## config.mk

```make
export PLATFORM = sky130hd
export DESIGN_NAME = char_lcd_bus_write_sequencer_unit
export DESIGN_NICKNAME = d
export VERILOG_FILES = /design/src/hw/rtl/cbw_pkg.sv /design/src/hw/rtl/cbw_regs.sv /design/src/hw/rtl/cbw_front.sv /design/src/hw/rtl/cbw_queue.sv /design/src/hw/rtl/cbw_back.sv /design/src/hw/rtl/char_lcd_bus_write_sequencer_unit.sv
export SDC_FILE = /design/constraint.sdc
export NUM_CORES = 1
export LEC_CHECK = 0
export BUFFER_PORTS_ARGS = -buffer_cell sky130_fd_sc_hd__buf_4
export CAP_MARGIN = 10
export CORE_UTILIZATION = 45
export CTS_CLUSTER_DIAMETER = 200
export DETAILED_ROUTE_END_ITERATION = 10
export MAX_ROUTING_LAYER = met4
export PLACE_DENSITY = 0.66
export SYNTH_ARGS = -nofsm -noshare
export SYNTH_HDL_FRONTEND = slang
export SYNTH_SLANG_ARGS = --single-unit
```

## constraint.sdc

```tcl
create_clock -name clk -period 4.1 [get_ports clk]
set_input_delay 0.205 -clock clk [delete_from_list [all_inputs] [get_ports clk]]
set_output_delay 0.205 -clock clk [all_outputs]
set_load 0.005 [all_outputs]
```

## src/hw/rtl/cbw_pkg.sv

```systemverilog
// Shared types, codes and constants for the character LCD bus write sequencer.
// No dependencies; every other file in hw/rtl refers to it by scoped names.
package cbw_pkg;

  // Command codes carried on the func field.
  typedef enum logic [2:0] {
    FUNC_INSTR = 3'd0,
    FUNC_CHAR  = 3'd1,
    FUNC_DDRAM = 3'd2,
    FUNC_CGRAM = 3'd3,
    FUNC_GOTO  = 3'd4
  } func_t;

  // Configuration register indexes (byte address = 4 * index).
  typedef enum logic [1:0] {
    REG_BUS_MODE    = 2'd0,
    REG_ENABLE_HOLD = 2'd1,
    REG_NIBBLE_GAP  = 2'd2,
    REG_SETTLE      = 2'd3
  } reg_idx_t;

  // Bus-state sequencer steps. Eight-bit transfers skip STEP_FIRST_LOW.
  typedef enum logic [1:0] {
    STEP_FIRST_HIGH  = 2'd0,
    STEP_FIRST_LOW   = 2'd1,
    STEP_SECOND_HIGH = 2'd2,
    STEP_SECOND_LOW  = 2'd3
  } step_t;

  localparam int PADDR_W = 4;
  localparam int PDATA_W = 32;
  localparam int HOLD_W  = 21;
  localparam int QUEUE_DEPTH = 2;

  localparam logic [7:0]  DDRAM_CMD      = 8'h80;
  localparam logic [7:0]  CGRAM_CMD      = 8'h40;
  localparam logic [7:0]  DDRAM_MASK     = 8'h7F;
  localparam logic [7:0]  CGRAM_MASK     = 8'h3F;
  localparam logic [6:0]  LOWER_ROW_BASE = 7'h40;
  localparam logic [19:0] GAP_MAX        = 20'd1000000;

  localparam logic        RST_BUS_MODE    = 1'b0;
  localparam logic [15:0] RST_ENABLE_HOLD = 16'd1000;
  localparam logic [19:0] RST_NIBBLE_GAP  = 20'd100000;
  localparam logic [15:0] RST_SETTLE      = 16'd50;

  // One classified command waiting for the bus sequencer.
  typedef struct packed {
    logic [7:0] cmd_byte;
    logic       rs;
    logic       instr;
    logic       addr;
  } entry_t;

  // Configuration as the sequencer sees it; the gap is already clamped.
  typedef struct packed {
    logic        bus_mode;
    logic [15:0] enable_hold;
    logic [19:0] gap_sat;
    logic [15:0] settle;
  } cfg_t;

endpackage

```

## src/hw/rtl/cbw_regs.sv

```systemverilog
// Configuration register file with an APB-style access port.
// Depends on cbw_pkg for register indexes, reset values and cfg_t.
module cbw_regs (
  input  logic                         clk,
  input  logic                         rst,
  input  logic                         psel,
  input  logic                         penable,
  input  logic                         pwrite,
  input  logic [cbw_pkg::PADDR_W-1:0]  paddr,
  input  logic [cbw_pkg::PDATA_W-1:0]  pwdata,
  output logic [cbw_pkg::PDATA_W-1:0]  prdata,
  output logic                         pready,
  output cbw_pkg::cfg_t                cfg
);

  logic        bus_mode;
  logic [15:0] enable_hold;
  logic [19:0] nibble_gap;
  logic [15:0] settle;
  logic        wr_en;
  cbw_pkg::reg_idx_t idx;

  assign pready = 1'b1;
  assign wr_en  = psel && penable && pwrite && pready;
  assign idx    = cbw_pkg::reg_idx_t'(paddr[3:2]);

  always_ff @(posedge clk) begin
    if (rst) begin
      bus_mode    <= cbw_pkg::RST_BUS_MODE;
      enable_hold <= cbw_pkg::RST_ENABLE_HOLD;
      nibble_gap  <= cbw_pkg::RST_NIBBLE_GAP;
      settle      <= cbw_pkg::RST_SETTLE;
    end else if (wr_en) begin
      unique case (idx)
        cbw_pkg::REG_BUS_MODE:    bus_mode    <= pwdata[0];
        cbw_pkg::REG_ENABLE_HOLD: enable_hold <= pwdata[15:0];
        cbw_pkg::REG_NIBBLE_GAP:  nibble_gap  <= pwdata[19:0];
        cbw_pkg::REG_SETTLE:      settle      <= pwdata[15:0];
        default: ;
      endcase
    end
  end

  always_comb begin
    prdata = '0;
    unique case (idx)
      cbw_pkg::REG_BUS_MODE:    prdata = {31'd0, bus_mode};
      cbw_pkg::REG_ENABLE_HOLD: prdata = {16'd0, enable_hold};
      cbw_pkg::REG_NIBBLE_GAP:  prdata = {12'd0, nibble_gap};
      cbw_pkg::REG_SETTLE:      prdata = {16'd0, settle};
      default:                  prdata = '0;
    endcase
  end

  // Gap values above the limit are clamped for use, but read back as written.
  always_comb begin
    cfg.bus_mode    = bus_mode;
    cfg.enable_hold = enable_hold;
    cfg.gap_sat     = (nibble_gap > cbw_pkg::GAP_MAX) ? cbw_pkg::GAP_MAX : nibble_gap;
    cfg.settle      = settle;
  end

endmodule

```

## src/hw/rtl/cbw_front.sv

```systemverilog
// Command front end: accepts command beats and turns them into queue entries.
// Depends on cbw_pkg for the func codes, address constants and entry_t.
module cbw_front (
  input  logic             cmd_valid,
  output logic             cmd_ready,
  input  logic [2:0]       func,
  input  logic [7:0]       value,
  input  logic             row,
  input  logic [5:0]       col,
  input  logic             q_full,
  output logic             push,
  output cbw_pkg::entry_t  entry
);

  logic       known;
  logic [6:0] pos;

  assign cmd_ready = !q_full;

  // Cursor position in DDRAM form; the lower row starts at 0x40.
  assign pos = {1'b0, col} + (row ? cbw_pkg::LOWER_ROW_BASE : 7'd0);

  always_comb begin
    known          = 1'b1;
    entry.cmd_byte = value;
    entry.rs       = 1'b0;
    entry.instr    = 1'b1;
    entry.addr     = 1'b0;
    unique case (cbw_pkg::func_t'(func))
      cbw_pkg::FUNC_INSTR: entry.cmd_byte = value;
      cbw_pkg::FUNC_CHAR: begin
        entry.rs    = 1'b1;
        entry.instr = 1'b0;
      end
      cbw_pkg::FUNC_DDRAM: begin
        entry.cmd_byte = cbw_pkg::DDRAM_CMD | (value & cbw_pkg::DDRAM_MASK);
        entry.addr     = 1'b1;
      end
      cbw_pkg::FUNC_CGRAM: begin
        entry.cmd_byte = cbw_pkg::CGRAM_CMD | (value & cbw_pkg::CGRAM_MASK);
        entry.addr     = 1'b1;
      end
      cbw_pkg::FUNC_GOTO: begin
        entry.cmd_byte = cbw_pkg::DDRAM_CMD | {1'b0, pos};
        entry.addr     = 1'b1;
      end
      default: known = 1'b0;
    endcase
  end

  // Unknown codes are accepted and dropped.
  assign push = cmd_valid && cmd_ready && known;

endmodule

```

## src/hw/rtl/cbw_queue.sv

```systemverilog
// Small FIFO of classified commands between the front end and the sequencer.
// Depends on cbw_pkg for entry_t.
module cbw_queue #(
  parameter int DEPTH = cbw_pkg::QUEUE_DEPTH
) (
  input  logic             clk,
  input  logic             rst,
  input  logic             push,
  input  cbw_pkg::entry_t  wr_data,
  input  logic             pop,
  output cbw_pkg::entry_t  rd_data,
  output logic             full,
  output logic             not_empty
);

  localparam int PW = (DEPTH > 1) ? $clog2(DEPTH) : 1;
  localparam int CW = $clog2(DEPTH + 1);

  cbw_pkg::entry_t mem [DEPTH];
  logic [PW-1:0] wr_ptr;
  logic [PW-1:0] rd_ptr;
  logic [CW-1:0] count;

  function automatic logic [PW-1:0] wrap_inc(input logic [PW-1:0] ptr);
    return (ptr == PW'(DEPTH - 1)) ? '0 : ptr + 1'b1;
  endfunction

  assign full      = (count == CW'(DEPTH));
  assign not_empty = (count != '0);
  assign rd_data   = mem[rd_ptr];

  always_ff @(posedge clk) begin
    if (push) begin
      mem[wr_ptr] <= wr_data;
    end
  end

  always_ff @(posedge clk) begin
    if (rst) begin
      wr_ptr <= '0;
      rd_ptr <= '0;
      count  <= '0;
    end else begin
      if (push) wr_ptr <= wrap_inc(wr_ptr);
      if (pop)  rd_ptr <= wrap_inc(rd_ptr);
      case ({push, pop})
        2'b10:   count <= count + 1'b1;
        2'b01:   count <= count - 1'b1;
        default: count <= count;
      endcase
    end
  end

  a_count_bound: assert property (@(posedge clk) disable iff (rst)
    (count <= CW'(DEPTH)) && !(push && full) && !(pop && !not_empty))
    else $error("cbw_queue: overflow or underflow");

endmodule

```

## src/hw/rtl/cbw_back.sv

```systemverilog
// Bus-state sequencer: plays one queued command out as three or four timed
// bus beats. Owns the data-line value. Depends on cbw_pkg for step_t, cfg_t.
module cbw_back (
  input  logic                        clk,
  input  logic                        rst,
  input  cbw_pkg::cfg_t               cfg,
  input  logic                        head_valid,
  input  cbw_pkg::entry_t             head,
  output logic                        pop,
  output logic                        bus_valid,
  input  logic                        bus_ready,
  output logic                        register_select,
  output logic                        read_write,
  output logic                        enable,
  output logic [7:0]                  data_lines,
  output logic [cbw_pkg::HOLD_W-1:0]  hold_us,
  output logic                        last
);

  cbw_pkg::step_t step, step_next;
  logic [7:0] bus_value;
  logic       advance;
  logic       beat_en;
  logic       beat_last;
  logic [7:0] beat_data;
  logic [cbw_pkg::HOLD_W-1:0] beat_hold;
  logic [cbw_pkg::HOLD_W-1:0] eh;
  logic [cbw_pkg::HOLD_W-1:0] eh_gap;
  logic [cbw_pkg::HOLD_W-1:0] tail;
  logic [7:0] hi_data;
  logic [7:0] lo_data;

  assign eh      = cbw_pkg::HOLD_W'(cfg.enable_hold);
  assign eh_gap  = eh + cbw_pkg::HOLD_W'(cfg.gap_sat);
  assign tail    = eh + (head.instr ? cbw_pkg::HOLD_W'(cfg.settle) : '0)
                      + cbw_pkg::HOLD_W'(head.addr);
  assign hi_data = {head.cmd_byte[7:4], bus_value[3:0]};
  assign lo_data = {head.cmd_byte[3:0], bus_value[3:0]};

  assign advance = head_valid && (!bus_valid || bus_ready);
  assign pop     = advance && beat_last;

  always_ff @(posedge clk) begin
    if (rst) begin
      step <= cbw_pkg::STEP_FIRST_HIGH;
    end else begin
      step <= step_next;
    end
  end

  always_comb begin
    step_next = step;
    beat_en   = 1'b1;
    beat_last = 1'b0;
    beat_data = hi_data;
    beat_hold = eh;
    unique case (step)
      cbw_pkg::STEP_FIRST_HIGH: begin
        beat_data = cfg.bus_mode ? bus_value : hi_data;
        step_next = cfg.bus_mode ? cbw_pkg::STEP_SECOND_HIGH : cbw_pkg::STEP_FIRST_LOW;
      end
      cbw_pkg::STEP_FIRST_LOW: begin
        beat_en   = 1'b0;
        beat_hold = head.instr ? eh_gap : eh;
        step_next = cbw_pkg::STEP_SECOND_HIGH;
      end
      cbw_pkg::STEP_SECOND_HIGH: begin
        beat_data = cfg.bus_mode ? head.cmd_byte : lo_data;
        beat_hold = cfg.bus_mode ? '0 : eh;
        step_next = cbw_pkg::STEP_SECOND_LOW;
      end
      cbw_pkg::STEP_SECOND_LOW: begin
        beat_en   = 1'b0;
        beat_last = 1'b1;
        beat_data = cfg.bus_mode ? head.cmd_byte : lo_data;
        beat_hold = tail;
        step_next = cbw_pkg::STEP_FIRST_HIGH;
      end
      default: step_next = cbw_pkg::STEP_FIRST_HIGH;
    endcase
    if (!advance) begin
      step_next = step;
    end
  end

  always_ff @(posedge clk) begin
    if (rst) begin
      bus_value <= '0;
      bus_valid <= 1'b0;
    end else begin
      if (pop) bus_value <= beat_data;
      if (advance) begin
        bus_valid <= 1'b1;
      end else if (bus_ready) begin
        bus_valid <= 1'b0;
      end
    end
  end

  always_ff @(posedge clk) begin
    if (advance) begin
      register_select <= head.rs;
      enable          <= beat_en;
      data_lines      <= beat_data;
      hold_us         <= beat_hold;
      last            <= beat_last;
    end
  end

  assign read_write = 1'b0;

  a_head_held: assert property (@(posedge clk) disable iff (rst)
    (step != cbw_pkg::STEP_FIRST_HIGH) |-> head_valid)
    else $error("cbw_back: command left the queue mid-sequence");

  a_bus_value_on_pop: assert property (@(posedge clk) disable iff (rst)
    (!$past(rst) && !$past(pop)) |-> $stable(bus_value))
    else $error("cbw_back: data-line value changed without a finished command");

endmodule

```

## src/hw/rtl/char_lcd_bus_write_sequencer_unit.sv

```systemverilog
// Top level of the character LCD bus write sequencer.
// Depends on cbw_pkg and instantiates cbw_regs, cbw_front, cbw_queue, cbw_back.
//
//  Channel   Handshake              Payload
//  --------  ---------------------  ---------------------------------------------
//  config    psel/penable/pready    pwrite, paddr[3:0], pwdata[31:0] -> prdata
//  command   cmd_valid/cmd_ready    func, value, row, col
//  bus       bus_valid/bus_ready    register_select, read_write, enable,
//                                   data_lines, hold_us, last
//
// A command yields four bus beats in four-bit mode and three in eight-bit
// mode, one beat per cycle while each beat is taken from the bus output
// register, as the bus-state sequencer steps through its beats.
// A command enters the queue the cycle after it is accepted; its first beat
// then passes the bus output register before it appears. Unknown func codes
// are accepted and dropped without any beat.
// Reset (synchronous, active high) empties the queue, restores the register
// reset values and clears the data-line value to zero.
// The front end stalls only when the queue is full; the sequencer stalls only
// when the bus output register holds a beat that has not been taken.
//
// The hold time of each beat is in microseconds; timing the bus itself is
// left to the consumer of the bus beats.
module char_lcd_bus_write_sequencer_unit #(
  parameter int QUEUE_DEPTH = cbw_pkg::QUEUE_DEPTH
) (
  input  logic                        clk,
  input  logic                        rst,
  // Configuration port.
  input  logic                        psel,
  input  logic                        penable,
  input  logic                        pwrite,
  input  logic [cbw_pkg::PADDR_W-1:0] paddr,
  input  logic [cbw_pkg::PDATA_W-1:0] pwdata,
  output logic [cbw_pkg::PDATA_W-1:0] prdata,
  output logic                        pready,
  // Command channel.
  input  logic                        cmd_valid,
  output logic                        cmd_ready,
  input  logic [2:0]                  func,
  input  logic [7:0]                  value,
  input  logic                        row,
  input  logic [5:0]                  col,
  // Bus beat channel.
  output logic                        bus_valid,
  input  logic                        bus_ready,
  output logic                        register_select,
  output logic                        read_write,
  output logic                        enable,
  output logic [7:0]                  data_lines,
  output logic [cbw_pkg::HOLD_W-1:0]  hold_us,
  output logic                        last
);

  cbw_pkg::cfg_t   cfg;
  cbw_pkg::entry_t front_entry;
  cbw_pkg::entry_t head;
  logic            push;
  logic            pop;
  logic            q_full;
  logic            head_valid;

  // Register file; the sequencer reads its values live, so software must only write
  // while no command is in flight; the block itself does not enforce it.
  cbw_regs u_regs (
    .clk     (clk),
    .rst     (rst),
    .psel    (psel),
    .penable (penable),
    .pwrite  (pwrite),
    .paddr   (paddr),
    .pwdata  (pwdata),
    .prdata  (prdata),
    .pready  (pready),
    .cfg     (cfg)
  );

  // Front end: decodes the command into the byte to send and its flags.
  cbw_front u_front (
    .cmd_valid (cmd_valid),
    .cmd_ready (cmd_ready),
    .func      (func),
    .value     (value),
    .row       (row),
    .col       (col),
    .q_full    (q_full),
    .push      (push),
    .entry     (front_entry)
  );

  // Decoupling queue between decode and bus sequencing.
  cbw_queue #(
    .DEPTH (QUEUE_DEPTH)
  ) u_queue (
    .clk       (clk),
    .rst       (rst),
    .push      (push),
    .wr_data   (front_entry),
    .pop       (pop),
    .rd_data   (head),
    .full      (q_full),
    .not_empty (head_valid)
  );

  // Back end: emits the timed bus beats for the command at the queue head
  // and keeps the data-line value that four-bit transfers partly reuse.
  cbw_back u_back (
    .clk             (clk),
    .rst             (rst),
    .cfg             (cfg),
    .head_valid      (head_valid),
    .head            (head),
    .pop             (pop),
    .bus_valid       (bus_valid),
    .bus_ready       (bus_ready),
    .register_select (register_select),
    .read_write      (read_write),
    .enable          (enable),
    .data_lines      (data_lines),
    .hold_us         (hold_us),
    .last            (last)
  );

endmodule
```

# Word level (Yosys, flattened, before mapping)
# Memory sizes are Yosys's and may differ from the RTL's. A register that Yosys moved wholly into a read port is not among the register bits.
# Index checks and enable logic that the tools add are counted.
[op_classes]
n_addsub = 8
n_lt_le_gt_ge = 1
n_eq_ne = 13
n_mux = 27
n_reduce_logical = 23
[op_table]
columns = ["cell", "n"]
rows = [
  ["32-bit one-hot mux with 4 select lines", 1],
  ["21-bit one-hot mux with 3 select lines", 1],
  ["16-bit two-way mux", 2],
  ["8-bit one-hot mux with 3 select lines", 1],
  ["16-bit by 20-bit adder with 21-bit output", 1],
  ["16-bit by 21-bit adder with 21-bit output", 1],
  ["21-bit by 1-bit adder with 21-bit output", 1],
  ["21-bit two-way mux", 1],
  ["20-bit > comparator, second input constant", 1],
  ["20-bit two-way mux", 1],
  ["8-bit two-way mux", 2],
  ["8-bit one-hot mux with 2 select lines", 1],
  ["2-bit equality test, second input constant", 6],
  ["1-bit two-way mux", 12],
  ["2-bit one-hot mux with 4 select lines", 1],
  ["2-bit AND reduction", 4],
  ["6-bit by 7-bit adder with 7-bit output", 1],
  ["7-bit two-way mux", 1],
  ["2-bit by 1-bit equality test with 1-bit output, second input constant", 3],
  ["3-bit by 2-bit equality test with 1-bit output, second input constant", 2],
  ["1-bit logical AND", 6],
  ["2-bit nonzero test", 3],
  ["5-bit OR reduction", 1],
  ["2-bit zero test", 2],
  ["other kinds (12)", 16],
]
[totals]
register_bits = 100
mem_bits_rw = 22
in_bits = 61
out_inout_bits = 68
word_cells = 88
memories = 1
[mem_list]
columns = ["name", "words", "width", "rd", "rd_ports_with_merged_regs", "write_ports", "line", "source"]
rows = [
  ["u_queue.mem", 2, 11, 1, 1, 1, "cbw_queue.sv:19", "cbw_pkg::entry_t mem [DEPTH];"],
]

# Longest topological paths before layout
[depth]
ltp_word = 6
mapped_depth = 14
ltp_nobuf = 12

# Modules after synthesis
# From an unflattened synthesis, not the netlist that was laid out.
[unflattened]
cells_unflattened = 828
area_unflattened_um2 = 7776.2
[by_module_without_submodules]
columns = ["mod", "instances", "cells_per_inst", "area_per_inst_um2", "seq_area_each_um2"]
rows = [
  ["cbw_back", 1, 411, 3763.6, 1181.1],
  ["cbw_regs", 1, 338, 2819.0, 1061.0],
  ["cbw_queue", 1, 56, 997.2, 760.7],
  ["cbw_front", 1, 23, 196.4, 0.0],
]

# Worst setup path before layout
# OpenSTA, ideal clock, no wires.
[synth_path]
path_kind = "register to register"
startpoint = "register u_regs.nibble_gap[16]"
endpoint = "register u_back.hold_us[12] in the netlist's numbering, data pin"
setup_time_ns = 0.157
arrival_time_ns = 3.365
t_required_ns = 3.943
slack_ns = 0.578
stages_incl_launch_ff = 15
n_path_buf = 2
synth_period_minus_slack_ns = 3.522
cell_sequence = "dfxtp_1 clkbuf_1 nand4_1 a41oi_1 o21ai_0 clkbuf_1 and2_1 ha_1 fa_1 a211oi_2 o21ai_2 and2_4 a221o_1 mux2_4 o221ai_2"
[synth_between]
elab_chain_cells = 5
[synth_rtl]
columns = ["item", "line", "source"]
rows = [
  ["from (decl)", "cbw_regs.sv:18", "logic [19:0] nibble_gap;"],
  ["from (signal assigned)", "cbw_regs.sv:31", "nibble_gap <= cbw_pkg::RST_NIBBLE_GAP;"],
  ["from (signal assigned)", "cbw_regs.sv:37", "cbw_pkg::REG_NIBBLE_GAP: nibble_gap <= pwdata[19:0];"],
  ["20-bit > comparator", "cbw_regs.sv:59", "cfg.gap_sat = (nibble_gap > cbw_pkg::GAP_MAX) ? cbw_pkg::GAP_MAX : nibble_gap;"],
  ["20-bit two-way mux", "cbw_regs.sv:59", ""],
  ["16-bit by 20-bit adder with 21-bit output", "cbw_back.sv:34", "assign eh_gap = eh + cbw_pkg::HOLD_W'(cfg.gap_sat);"],
  ["21-bit two-way mux", "cbw_back.sv:64", "beat_hold = head.instr ? eh_gap : eh;"],
  ["21-bit one-hot mux with 3 select lines", "cbw_back.sv:57", "unique case (step)"],
  ["named net u_back.beat_hold (one bit)", "cbw_back.sv:26", "logic [cbw_pkg::HOLD_W-1:0] beat_hold;"],
  ["to (signal assigned)", "cbw_back.sv:105", "hold_us <= beat_hold;"],
  ["to (decl)", "cbw_back.sv:16", "output logic [cbw_pkg::HOLD_W-1:0] hold_us,"],
]
# The timed path passes the listed nets, and every way through them passes these cells.
# A chain may end at the register's enable or synchronous reset.

# Final worst setup path
[layout_path]
startpoint = "register u_regs.nibble_gap[17]"
endpoint = "register u_back.hold_us[12] in the netlist's numbering, data pin"
# The elaborated chain is that of the path after synthesis.

==> flow_summary.yaml <==
cells_and_area:
  antenna_cells: 0
  final_area_mm2: 0.00882
  syn2layout_area_growth_pct: 19.8
  layout_commonest_cell: "nand2_1"
  layout-drive-gt1-share: 0.194
  nFillCells: 1429
  layoutNonFillerInstCount: 1128
  final_cell_mix: "133 x nand2_1, 108 x buf_4, 69 x dfxtp_1"
  nets: 1000
placed_design:
  placedCellCount: 1095
  placed_cell_area_mm2: 0.00824
  place_hpwl_um: 14400
  io_buffer_count: 100
  place.gp.congestion: 0.934
power:
  cellPowerDensity_mw_per_mm2: 378
  p_seq_frac: 0.419
  p_comb_frac: 0.145
  p_clk_frac: 0.436
  p_leak_nw: 3.51
  swShare: 0.266
  peakVddDrop_v: 0.000285
  p_switching_w: 0.000886
  p_int_w: 0.00245
worst_setup_path:
  endpoint_kind: "flop"
  worstPathMaxFanout: 15
  critical_path_class: "flop to flop"
  worstPathArrival_ns: 3.96
  r2r_cells: 13
  start_kind: "flop"
  required_ns: 4.34
global_routing:
  grt_max_degree: 70
  antenna_found_initial: 0
  grt_pass1_wl_um: 30500
  grt_usage: 0.247
  grt_overflow_total: 0
  grt_pass1_vias: 5696
floorplan:
  die_y_um: 130
  fp-row-count: 46
  dieArea_mm2: 0.0169
  fp.coreArea_mm2: 0.0159
  num_io_pins: 129
  initial_core_util: 0.462
  die_w_um: 130
routing:
  avgRoutedWirePerCell_um: 17.3
  drtIter0Drc: 467
  drt-total-wl_um: 19500
  antenna_left: 0
  drcViolationCount: 0
  firstDrtPassIters: 5
  via_per_inst: 5.58
  vias: 6291
cts:
  cts_sinks: 123
  htree_levels: 4
  clk_path_buf_depth: 2
  cts-root-buf: "clkbuf_16"
  cts_resized: 0
  clock_latency_ns: 0.43
  cts_made_buffers: 17
  cts_tree: "built"
  cts.clk_slew.worst_paths_ns: 0.06
  hold_buffers: 1
  post-cts-setup-buffers: 0
timing:
  tightest_slew_ns: 0.959
  finalCriticalPeriod_ns: 3.72
  hold_ws_ns: 0.00943
  tns_ns: 0
  clock.fmax_ghz: 0.269
  finClkSkew_ns: 0.00849
  min_period_over_period: 0.907
  hold_viol_final: 0
  rsz0062_at_grt: "false"
  finalSetupViolCount: 0
  slew_violations: 0
  slew_headroom: 0.359
yosys:
  synth_top_cell_area_share: 0.220
  synth_area_leaders: "edfxtp_1 22%, dfxtp_1 19%, nand2_1 6.8%"
  synth_cell_types: 64
  ys_async_sr_fraction: 0
  yosys_warnings: 0
  synth_cells: 810
  synth_area_per_cell_um2: 9.09
  netlist_area_mm2: 0.00736
  synth_ff_type: "dfxtp_1"
  yosysSeqAreaShare: 0.408
  synth_top_cell_by_area: "edfxtp_1"
  synth_edf_count: 54
  synth_seq_cells: 123
outcome:
  status: "finished clean"
min_path:
  hold_path.class: "primary input to flop"
  holdPathStages: 3
flow_run:
  max-cap-violations: 0
synthesized netlist by cell type, types with 7 or more instances:
master    number
o21a_1         9
a22oi_1        7
nand4_1        7
nand2b_1      16
buf_4         14
a31oi_1        8
a21o_1         9
mux2_2        27
a21oi_1       63
a22o_1        20
o21ai_0       29
inv_1         16
clkbuf_1      33
nand3b_1      18
xnor2_1       16
nor2b_1       21
ha_1          37
nand3_1       11
nor2_1        46
nand2_1      133
edfxtp_1      54
o211ai_1       7
dfxtp_1       69
nor3_1        19
mux2i_1        9
and2_1        21
path summary, 6_finish.rpt:
path                                 endpoint                          startpoint  slack (ns)
max              u_back.hold_us[12]$_DFFE_PP_  u_regs.nibble_gap[17]$_SDFFE_PP0P_        0.38
min             u_regs.settle[1]$_SDFFE_PP1P_                           pwdata[1]       0.009
max reg2reg      u_back.hold_us[12]$_DFFE_PP_  u_regs.nibble_gap[17]$_SDFFE_PP0P_        0.38
min reg2reg  u_back.bus_value[0]$_SDFFE_PP0P_    u_back.bus_value[0]$_SDFFE_PP0P_        0.46
registers in the layout (all words and copies together) (netlist names), 2 cells and up, named ones only:
signal,cells
u_queue.mem,22
u_back.hold_us,21
u_regs.nibble_gap,20
u_regs.enable_hold,16
u_regs.settle,16
u_back.bus_value,8
u_back.data_lines,8
u_back.step,2
u_queue.count,2
layout make-up:
cell class / instances / area, µm² / share of cell area
Inverter: 17 / 63.8 / 0.00724
Tap cell: 216 / 270 / 0.0307
Multi-Input combinational cell: 631 / 4090 / 0.464
Clock buffer: 21 / 460 / 0.0522
Sequential cell: 123 / 3000 / 0.341
Timing Repair Buffer: 109 / 821 / 0.0931
Clock inverter: 11 / 108 / 0.0122
cells by family after synthesis:
kind of cell | after synthesis | synth area share
AOI/OAI and AO/OA | 207 | 0.191
DFF | 123 | 0.408
xor gates and xnor gates | 22 | 0.0262
adders and majority gates | 40 | 0.0711
other | 2 | 0.00102
and+or+nand+nor | 310 | 0.201
buffers and inverters | 68 | 0.0423
muxes | 38 | 0.0587
per-layer routing:
metal | track usage | share of wire | up-vias
met2 | 0.355 | 0.45 | 214
met1 | 0.350 | 0.48 | 2959
met4 | 0.0807 | 0.014 | 0
met5 | - | 0 | -
met3 | 0.0455 | 0.057 | 21
li1 | - | - | 3097
power by group through the flow:
stage	Clock, W	Combinational [W]	Sequential, W
2_1_floorplan	0	0.000290	0.00142
3_3_place_gp	0	0.000477	0.00142
3_5_place_dp	0	0.000480	0.00142
4_1_cts	0.00147	0.000482	0.00140
5_1_grt	0.00153	0.000531	0.00140
6_report	0.00145	0.000483	0.00140
critical path: stages (launching register included):
cell	delay, ns
dfxtp_1	0.44
nand4_1	0.24
a41oi_1	0.27
o21ai_0	0.12
buf_4	0.19
and2_1	0.17
ha_1	0.21
fa_1	0.44
a211oi_2	0.27
o21ai_2	0.14
and2_4	0.19
a221o_1	0.37
mux2_4	0.32
o221ai_2	0.17
per-stage QoR:
stage          total power, W  utilization  worst slack [ns]
2_1_floorplan         0.00171            -             0.578
3_3_place_gp          0.00190        0.517             0.489
3_5_place_dp          0.00190        0.517             0.413
4_1_cts               0.00335        0.553             0.405
5_1_grt               0.00346        0.553             0.147
6_report              0.00333        0.553             0.380
Note: power is estimated with default switching activity, not from simulation.
